## src/srdz_pkg.sv

```systemverilog
// shared constants, types and codes for the scaled radial dead zone core
package srdz_pkg;

   localparam int SAMPLE_WIDTH = 16;
   localparam int FRAC_BITS    = SAMPLE_WIDTH - 2;
   localparam int LIMIT_WIDTH  = SAMPLE_WIDTH - 1;
   localparam int MAG_WIDTH    = SAMPLE_WIDTH;
   localparam int SUM_WIDTH    = 2 * SAMPLE_WIDTH;
   localparam int PROD_WIDTH   = SAMPLE_WIDTH + FRAC_BITS;
   localparam int QUO_WIDTH    = FRAC_BITS + 1;

   localparam logic [LIMIT_WIDTH-1:0] FX_ONE = LIMIT_WIDTH'(1) << FRAC_BITS;

   localparam logic [1:0] OP_SCALAR = 2'd0;
   localparam logic [1:0] OP_VEC2   = 2'd1;
   localparam logic [1:0] OP_VEC3   = 2'd2;
   localparam logic [1:0] OP_PASS   = 2'd3;

   localparam logic [0:0] CSR_INNER = 1'd0;
   localparam logic [0:0] CSR_OUTER = 1'd1;

   localparam int QUEUE_DEPTH = 4;
   localparam int QUEUE_AW    = 2;

   // back pipeline stage map
   localparam int ROOT_STEPS = MAG_WIDTH;
   localparam int ROOT_LAST  = ROOT_STEPS;
   localparam int SETUP_ST   = ROOT_LAST + 1;
   localparam int SDIV_FIRST = SETUP_ST + 1;
   localparam int SDIV_LAST  = SETUP_ST + FRAC_BITS;
   localparam int MULT_ST    = SDIV_LAST + 1;
   localparam int LDIV_FIRST = MULT_ST + 1;
   localparam int LDIV_LAST  = MULT_ST + QUO_WIDTH;
   localparam int LAST_ST    = LDIV_LAST;

   typedef struct packed {
      logic [LIMIT_WIDTH-1:0] inner;
      logic [LIMIT_WIDTH-1:0] outer;
   } srdz_cfg_type;

   typedef struct packed {
      logic [1:0]              op;
      logic [SAMPLE_WIDTH-1:0] x;
      logic [SAMPLE_WIDTH-1:0] y;
      logic [SAMPLE_WIDTH-1:0] z;
      logic [SAMPLE_WIDTH-1:0] ax;
      logic [SAMPLE_WIDTH-1:0] ay;
      logic [SAMPLE_WIDTH-1:0] az;
      logic [SUM_WIDTH-1:0]    sum;
   } srdz_item_type;

   typedef struct packed {
      logic [MAG_WIDTH:0]    rem;
      logic [QUO_WIDTH-1:0]  dvd;
      logic [QUO_WIDTH-1:0]  q;
   } srdz_lane_type;

   typedef struct packed {
      logic [1:0]              op;
      logic [SAMPLE_WIDTH-1:0] x;
      logic [SAMPLE_WIDTH-1:0] y;
      logic [SAMPLE_WIDTH-1:0] z;
      logic [SAMPLE_WIDTH-1:0] ax;
      logic [SAMPLE_WIDTH-1:0] ay;
      logic [SAMPLE_WIDTH-1:0] az;
      logic [SUM_WIDTH-1:0]    rem;
      logic [SUM_WIDTH-1:0]    root;
      logic [MAG_WIDTH-1:0]    mag;
      logic                    zero;
      logic                    sat;
      logic [LIMIT_WIDTH-1:0]  den;
      logic [MAG_WIDTH-1:0]    drem;
      logic [FRAC_BITS-1:0]    q;
      srdz_lane_type           lx;
      srdz_lane_type           ly;
      srdz_lane_type           lz;
   } srdz_work_type;

endpackage

```

## src/srdz_queue.sv

```systemverilog
// short item queue between front and back
module srdz_queue import srdz_pkg::*; (
   input  logic          clock,
   input  logic          reset,
   input  logic          push_valid,
   input  srdz_item_type push_data,
   output logic          full,
   input  logic          pop,
   output srdz_item_type pop_data,
   output logic          empty
);

   srdz_item_type         mem_ff [QUEUE_DEPTH];
   logic [QUEUE_AW-1:0]   wr_ff, rd_ff;
   logic [QUEUE_AW:0]     count_ff;
   logic                  do_push, do_pop;

   assign full     = count_ff == (QUEUE_AW + 1)'(QUEUE_DEPTH);
   assign empty    = count_ff == '0;
   assign do_push  = push_valid && !full;
   assign do_pop   = pop && !empty;
   assign pop_data = mem_ff[rd_ff];

   always_ff @(posedge clock) begin
      if (reset) begin
         wr_ff    <= '0;
         rd_ff    <= '0;
         count_ff <= '0;
      end else begin
         if (do_push) begin
            wr_ff <= wr_ff + 1'b1;
         end
         if (do_pop) begin
            rd_ff <= rd_ff + 1'b1;
         end
         if (do_push && !do_pop) begin
            count_ff <= count_ff + 1'b1;
         end else if (do_pop && !do_push) begin
            count_ff <= count_ff - 1'b1;
         end
      end
   end

   always_ff @(posedge clock) begin
      if (do_push) begin
         mem_ff[wr_ff] <= push_data;
      end
   end

endmodule

```

## config.mk

```make
export PLATFORM = sky130hd
export DESIGN_NAME = srdz_queue
export DESIGN_NICKNAME = d
export VERILOG_FILES = /design/src/srdz_pkg.sv /design/src/srdz_queue.sv
export SDC_FILE = /design/constraint.sdc
export NUM_CORES = 1
export LEC_CHECK = 0
export BUFFER_PORTS_ARGS = -buffer_cell sky130_fd_sc_hd__buf_2
export CAP_MARGIN = 20
export CORE_MARGIN = 2
export CORE_UTILIZATION = 30
export DETAILED_ROUTE_END_ITERATION = 7
export SLEW_MARGIN = 20
export SYNTH_ARGS = -nofsm -noshare
export SYNTH_HDL_FRONTEND = slang
export SYNTH_SLANG_ARGS = --single-unit
export TNS_END_PERCENT = 30
```

## constraint.sdc

```tcl
create_clock -name clock -period 5.55 [get_ports clock]
set_clock_uncertainty 0.1 [all_clocks]
set_input_delay 0.2775 -clock clock [delete_from_list [all_inputs] [get_ports clock]]
set_output_delay 0.2775 -clock clock [all_outputs]
set_load 0.005 [all_outputs]
```

Word-level counts from Yosys, hierarchy flattened
Memory sizes are Yosys's and may differ from the RTL's. A register that Yosys moved wholly into a read port is not among the register bits. Index checks and enable logic that the tools add are counted.

Memories kept: 1. Bits of input ports: 134. RAM bits: 520. Output and inout bits: 132. Flip-flop bits (word level): 7. Word-level logic and storage cells: 25.

Mux-type cells: 6. Eq/ne operators: 1. Add/subtract/negate cells: 4. Reductions and logical operators: 10.

Memories: mem_ff (words 4, width 130, read ports 1, clocked after Yosys merged registers in 1, wr ports 1, RTL line srdz_queue.sv:13) `srdz_item_type mem_ff [QUEUE_DEPTH];`.

Operators by type and width (number): 3-bit two-way mux (2); 2-bit by 1-bit adder with 2-bit output, second input constant (2); 1-bit logical AND (4); 1-bit zero test (4); 2-bit two-way mux (2); 3-bit by 1-bit adder with 3-bit output, second input constant (1); 3-bit == test, second input constant (1); 3-bit zero test (1); 3-bit by 1-bit subtractor with 3-bit output, second input constant (1); 1-bit two-way mux (2); 2-bit nonzero test (1).

Logic depth before layout (Yosys ltp)
Gate-level depths: netlist of run 1.

Depth in word-level cells: 7. Gate-level depth with buffers: 8. Gate-level depth less buffers: 8.

Worst setup path after synthesis of run 1
Ideal clock, no wire load.

Path kind: register to register. Start: register count_ff[0]. End: memory mem_ff[0][0] (netlist bit) (enable). Arrival time: 3.820 ns. Path slack: 1.126 ns. Required time: 4.945 ns. Stages on the path, launching flop included: 4. Library setup time: 0.505 ns. Clock period less this slack: 4.424 ns. Buffers on the path: 0. Cells stage by stage: dfxtp_1 -> nor3b_1 -> nor2_1 -> and2_1.

Word-level cells in the longest chain between the ends: 5.

RTL lines: start: declaration (RTL line srdz_queue.sv:15) `logic [QUEUE_AW:0] count_ff;`; start signal: assignment (RTL line srdz_queue.sv:37) `count_ff <= count_ff + 1'b1;`; start signal: assignment (RTL line srdz_queue.sv:39) `count_ff <= count_ff - 1'b1;`; 3-bit == test (RTL line srdz_queue.sv:18) `assign full = count_ff == (QUEUE_AW + 1)'(QUEUE_DEPTH);`; via full (RTL line srdz_queue.sv:7) `output logic full,`; 1-bit zero test (RTL line srdz_queue.sv:20) `assign do_push = push_valid && !full;`; 1-bit logical AND (RTL line srdz_queue.sv:20); via do_push (RTL line srdz_queue.sv:16) `logic do_push, do_pop;`; 1-bit two-way mux (RTL line srdz_queue.sv:45) `if (do_push) begin`; 1-bit two-way mux (not written as such) (RTL line srdz_queue.sv:46) `mem_ff[wr_ff] <= push_data;`; end: declaration (RTL line srdz_queue.sv:13).

The timed path passes the listed nets, and every way through them passes these cells.

==> run_results.csv, run 1 <==
group,metric,value,unit
floorplan,fp.dieW,258,µm
setup_path,path_cells,"buf_4 > mux4_2 > buf_2",
sta,finalCritPeriodShare,0.568,
global_routing,busiest_layer,"met2",
logic_synthesis,synth_area_leaders,"edfxtp_1, mux4_2, buf_12",
placed_design,place_inst,1825,
floorplan,start_util,0.301,
logic_synthesis,synth_top_area_cell,"edfxtp_1",
clock_network,tritoncts,"yes",
sta,fmax,317,MHz
setup_path,startpoint_type,"flip-flop",
pwr,power_leakage,8.13,nW
clock_network,cts_buffers,54,
sta,fin_tns_setup,0,ps
global_routing,grt_pass1_wl,61600,µm
global_routing,track_usage,0.122,
logic_synthesis,syn_area,0.0193,mm²
logic_synthesis,syn_inst,727,
sta,worstMarginPinSlew,1100,ps
outcome,status,"finished clean",
setup_path,worst_ep_arrival_time,2770,ps
setup_path,cpPeakStageDelay,800,ps
run,cap_violations,0,
placed_design,io_buffers,265,
placed_design,routabilityCongestion,0.702,
logic_synthesis,syn_area_per_cell,26.6,µm²
global_routing,grt_util_met3,0.0264,
logic_synthesis,ys_ff_latch,529,
global_routing,grt_max_degree,118,
drt,drtIter0Drc,567,
clock_network,clk_pin_slew,60,ps
clock_network,cts_resized,0,
clock_network,clock-sinks,529,
drt,routedWlPerCell,19.9,µm
setup_path,crit_fanout,33,
logic_synthesis,syn-num-nets,867,
logic_synthesis,yosysWarnings,0,
clock_network,clockBufferDepth,3,
drt,drtAntennaViolNets,0,
final_layout,syn_to_final_growth,27.1,%
floorplan,ios,266,
placed_design,hpwl,22700,µm
clock_network,insertion_delay,590,ps
floorplan,num_rows,93,
pwr,ir_worst_vdd,253,µV
global_routing,gr-total-overflow,0,
sta,hold_viol,0,
global_routing,grt_pass1_vias,10100,
clock_network,cts-hold-fix-buffers,133,
clock_network,ctsRootBufferMaster,"clkbuf_16",
sta,final_max_slew_viol_count,0,
drt,finalWirelength,40900,µm
global_routing,grt_util_met1,0.161,
logic_synthesis,seq_area_frac_synth,0.818,
drt,vias,9253,
floorplan,dieArea,0.0664,mm²
sta,rsz0062_at_grt,"false",
final_layout,final_nets,1299,
setup_path,critPathRequiredTime,5170,ps
drt,drc,0,
drt,vias_per_cell,4.49,
pwr,power.density,432,mW/mm²
sta,timing.hold.ws,108,ps
logic_synthesis,synth_top_area_share,0.808,
drt,drt_pass1_iterations,4,
sta,setup_viol,0,
sta,relSlewSlack,0.268,
final_layout,layout-drive-gt1-share,0.400,
global_routing,grt_use_met2,0.203,
floorplan,chipHeight,258,µm
floorplan,core_area,0.0641,mm²
min_path,hold_class,"primary input to flip-flop",
global_routing,antenna_found_initial,4,
sta,period_needed,3150,ps
final_layout,instances_no_fill,2059,
clock_network,ctsHtreeMaxLevel,2,
setup_path,crit_slowest_cell,"dfxtp_4",
setup_path,crit_type,"flip-flop to output pin",
setup_path,cp-end-kind,"output pin",
logic_synthesis,synth.distinct_cells,24,
clock_network,post_cts_buffers,0,
critical path, delay by kind of cell (launching register included):
kind | cells | cell delay [ps]
muxes | 1 | 580
buffers and inverters | 2 | 760
DFF | 1 | 800
final cells by class:
type | count | area, µm²
antenna | 1 | 2.50
clock buffer | 66 | 1420
clock inverter | 34 | 249
fill | 5761 | 39600
inverter | 4 | 15.0
multi-input combinational | 164 | 3200
sequential | 529 | 15800
tap | 855 | 1070
timing repair buffer | 406 | 2790
synth_stat cells, drive strengths merged:
library cell,n
edfxtp,520
mux4,130
buf,28
dfxtp,9
nor2,6
ha,5
and2,4
inv,4
xor2,4
a21oi,2
clkbuf,2
mux2i,2
nand2b,2
o21ai,2
or3,2
fa,1
nor3,1
nor3b,1
o311ai,1
o31ai,1
state kept, by name, summed over array words and instances, names as in the netlist, named ones only:
signal	count
rd_ff	2
mem_ff	520
count_ff	3
wr_ff	2
worst paths after layout:
path | to | slack (ps) | start | depth (start not counted)
min reg2reg | rd_ff[1]$_SDFFE_PP0P_ | 420 | rd_ff[1]$_SDFFE_PP0P_ | 2
max | pop_data[39] | 2400 | flip-flop | 3
min | wr_ff[1]$_SDFFE_PP0P_ | 110 | push_valid | 4
max reg2reg | mem_ff[0][57]$_DFFE_PP_ | 2640 | count_ff[0]$_SDFFE_PP0P_ | 4
power by group:
part	total, W	internal (W)	switching, W
sequential	0.00496	0.00480	0.000158
combinational	0.00223	0.00115	0.00108
clock	0.00342	0.00192	0.00150
through the flow:
stage	setup slack, ps	util	power (W)	area, µm²
CTS	2200	0.383	0.0108	24500
detailed placement	2620	0.336	0.00728	21500
global route	2120	0.383	0.0111	24500
floorplan	1130	-	0.00647	19300
global placement	2750	0.336	0.00724	21500
finish	2400	0.383	0.0106	24500
routing by layer:
metal | routed length, µm | vias up | part of all wire
met5 | 13 | - | 0.00032
met4 | 965 | 2 | 0.024
met3 | 2230 | 61 | 0.055
met2 | 20100 | 247 | 0.49
met1 | 17600 | 4916 | 0.43
li1 | - | 4027 | -
cells by family after synthesis:
logic type,share of synthesized area
AO/OA/AOI/OAI,0.00188
XOR/XNOR,0.00181
adder cells (fa/ha/maj),0.00427
buffers and inverters,0.0175
flip-flops,0.818
multiplexers,0.153
AND/OR/NAND/NOR,0.00440
layout by cell type (no fill, tap or decap), drive strengths merged:
master / n
edfxtp: 520
nor3b: 1
dlygate4sd3: 133
nor2: 6
fa: 1
xor2: 4
clkbuf: 66
nor3: 1
mux2i: 2
bufinv: 2
clkinv: 24
nand2b: 2
a21oi: 2
o31ai: 1
dfxtp: 9
clkinvlp: 2
o311ai: 1
inv: 10
mux4: 130
ha: 5
or3: 2
o21ai: 2
buf: 273
diode: 1
and2: 4
Power figures use the tool's default switching activity.
==> run 2: changes to the inputs <==
clock period = 2.65 ns   (was 5.55 ns; I/O delays follow)
==> run 2 against run 1 <==
Net effect:
- sequential share of layout area fell by 1.6 points
- global-route usage fell by 0.41 points
- design area rose by 2.5%
- clock power rose by 120%
- cell count rose by 1.7%
- non-clock buffer count rose by 39
- critical endpoint is now pop_data[91]
- largest cell class unchanged
- highest routed layer unchanged
==> run_results.csv, run 2 (same netlist as run 1, synthesis figures left out) <==
group,metric,value,unit
global_routing,grt_pass1_vias,10200,
sta,final_max_slew_viol_count,0,
final_layout,instances_no_fill,2093,
setup_path,startpoint_type,"flip-flop",
min_path,hold_class,"primary input to flip-flop",
floorplan,ios,266,
sta,rsz0062_at_grt,"false",
final_layout,utilization,0.393,
sta,finalCritPeriodShare,0.910,
final_layout,antenna_cells,0,
placed_design,io_buffers,265,
floorplan,core_area,0.0641,mm²
setup_path,cp.depth,4,
drt,drt_pass1_iterations,4,
drt,routedWlPerCell,18.8,µm
placed_design,place_inst,1863,
sta,worstMarginPinSlew,467,ps
clock_network,insertion_delay,570,ps
pwr,power_leakage,8.44,nW
floorplan,chipHeight,258,µm
global_routing,antenna_found_initial,4,
final_layout,layout-drive-gt1-share,0.421,
setup_path,worstRegToRegCells,8,
pwr,power.density,905,mW/mm²
sta,fmax,415,MHz
outcome,status,"finished clean",
final_layout,top_register,"mem_ff",
sta,setup_viol,0,
final_layout,layout_common_cells,"edfxtp_1, buf_2, dlygate4sd3_1, mux4_2, clkbuf_16",
setup_path,r2r_end,"count_ff[2]$_SDFFE_PP0P_",
drt,vias,9197,
setup_path,rr_startpoint,"count_ff[0]$_SDFFE_PP0P_",
clock_network,tritoncts,"yes",
floorplan,dieArea,0.0664,mm²
clock_network,ctsRootBufferMaster,"clkbuf_16",
drt,finalWirelength,39300,µm
drt,drc,0,
setup_path,crit_type,"flip-flop to output pin",
setup_path,regToRegSetupSlack,290,ps
global_routing,gr-total-overflow,0,
setup_path,critPathMostFrequentCell,"buf_12",
drt,vias_per_cell,4.39,
drt,drtAntennaViolNets,0,
clock_network,cts_buffers,54,
clock_network,clock-sinks,529,
setup_path,worst_ep_arrival_time,2180,ps
sta,relSlewSlack,0.689,
setup_path,cp_top_family,"buffers and inverters",
placed_design,hpwl,24500,µm
clock_network,post_cts_buffers,0,
clock_network,ctsHtreeMaxLevel,2,
placed_design,routabilityCongestion,0.721,
floorplan,start_util,0.301,
setup_path,cpPeakStageDelay,560,ps
setup_path,crit_slowest_cell,"mux4_2",
floorplan,fp.dieW,258,µm
setup_path,cp-end-kind,"output pin",
run,cap_violations,0,
sta,period_needed,2410,ps
pwr,ir_worst_vdd,768,µV
setup_path,critPathRequiredTime,2420,ps
sta,hold_viol,0,
drt,drtIter0Drc,634,
global_routing,track_usage,0.118,
clock_network,clk_pin_slew,60,ps
clock_network,clockBufferDepth,3,
final_layout,final_common_cell,"edfxtp_1",
setup_path,path_buf_inv,3,
setup_path,crit_fanout,24,
setup_path,endpoint,"pop_data[91]",
global_routing,grt_pass1_wl,59500,µm
global_routing,grt_max_degree,62,
floorplan,num_rows,93,
final_layout,top_regs,"mem_ff: 520 flops, count_ff: 3 flops",
final_layout,final_nets,1338,
final_layout,largest_reg_flops,520,
setup_path,path_cells,"buf_12 > buf_12 > mux4_2 > buf_2",
final_layout,syn_to_final_growth,30.3,%
[run 2: changes by cell type in the layout (fill, tap and decap cells not counted), sizes merged]
cell	previous run	this run
diode	1	0
dlygate4sd3	133	134
inv	10	6
buf	273	311
bufinv	2	6
clkinv	24	15
clkbuf	66	71
[run 2: worst min-delay path by stage]
stage / from / end / cells past startpoint
2_1_floorplan: push_data[0] / mem_ff[0][0]$_DFFE_PP_ / 0
3_3_place_gp: push_data[30] / mem_ff[2][30]$_DFFE_PP_ / 1
3_5_place_dp: push_data[68] / mem_ff[3][68]$_DFFE_PP_ / 1
4_1_cts: push_data[92] / mem_ff[0][92]$_DFFE_PP_ / 2
5_1_grt: push_data[105] / mem_ff[0][105]$_DFFE_PP_ / 2
6_report: push_data[95] / mem_ff[2][95]$_DFFE_PP_ / 2
[run 2: metal layers]
layer | wire (µm) | part of all wire | global-route usage
met3 | 2100 | 0.053 | 0.0288
met2 | 20300 | 0.52 | 0.207
met5 | 52 | 0.0013 | 0
met1 | 15900 | 0.40 | 0.141
met4 | 1010 | 0.026 | 0.0406
[run 2: final cells by class]
cell class              count  area [µm²]
flip-flops and latches    529       15800
clock buffers              71        1480
multi-input cells         164        3200
fillers                  5711       38900
inverters                   4        15.0
clock inverters            25         278
well taps                 855        1070
repair buffers            445        3330
[run 2: per-stage QoR]
stage	setup TNS (ps)	power [W]	hold WS, ps	setup WS [ps]	cell area, µm²
final	0	0.0228	193	239	25200
after floorplan	-175220	0.0135	131	-337	19300
after global routing	0	0.0238	181	96.6	25200
after CTS	0	0.0232	155	151	25200
after global placement	0	0.0154	242	272	22100
after detailed placement	0	0.0155	252	183	22100
[run 2: what timing repair did]
action                                  in CTS  in global routing
hold endpoints to repair                   529                  0
resized for setup                            0                  1
endpoints found under the setup margin       0                  1
hold buffers                               134                  0
[run 2: power breakdown]
| part | internal [W] | leakage (nW) | switching (W) |
|---|---|---|---|
| clock network | 0.00448 | 0.848 | 0.00301 |
| registers | 0.0100 | 4.84 | 0.000190 |
| logic | 0.00266 | 2.75 | 0.00238 |
| total | 0.0172 | 8.44 | 0.00558 |
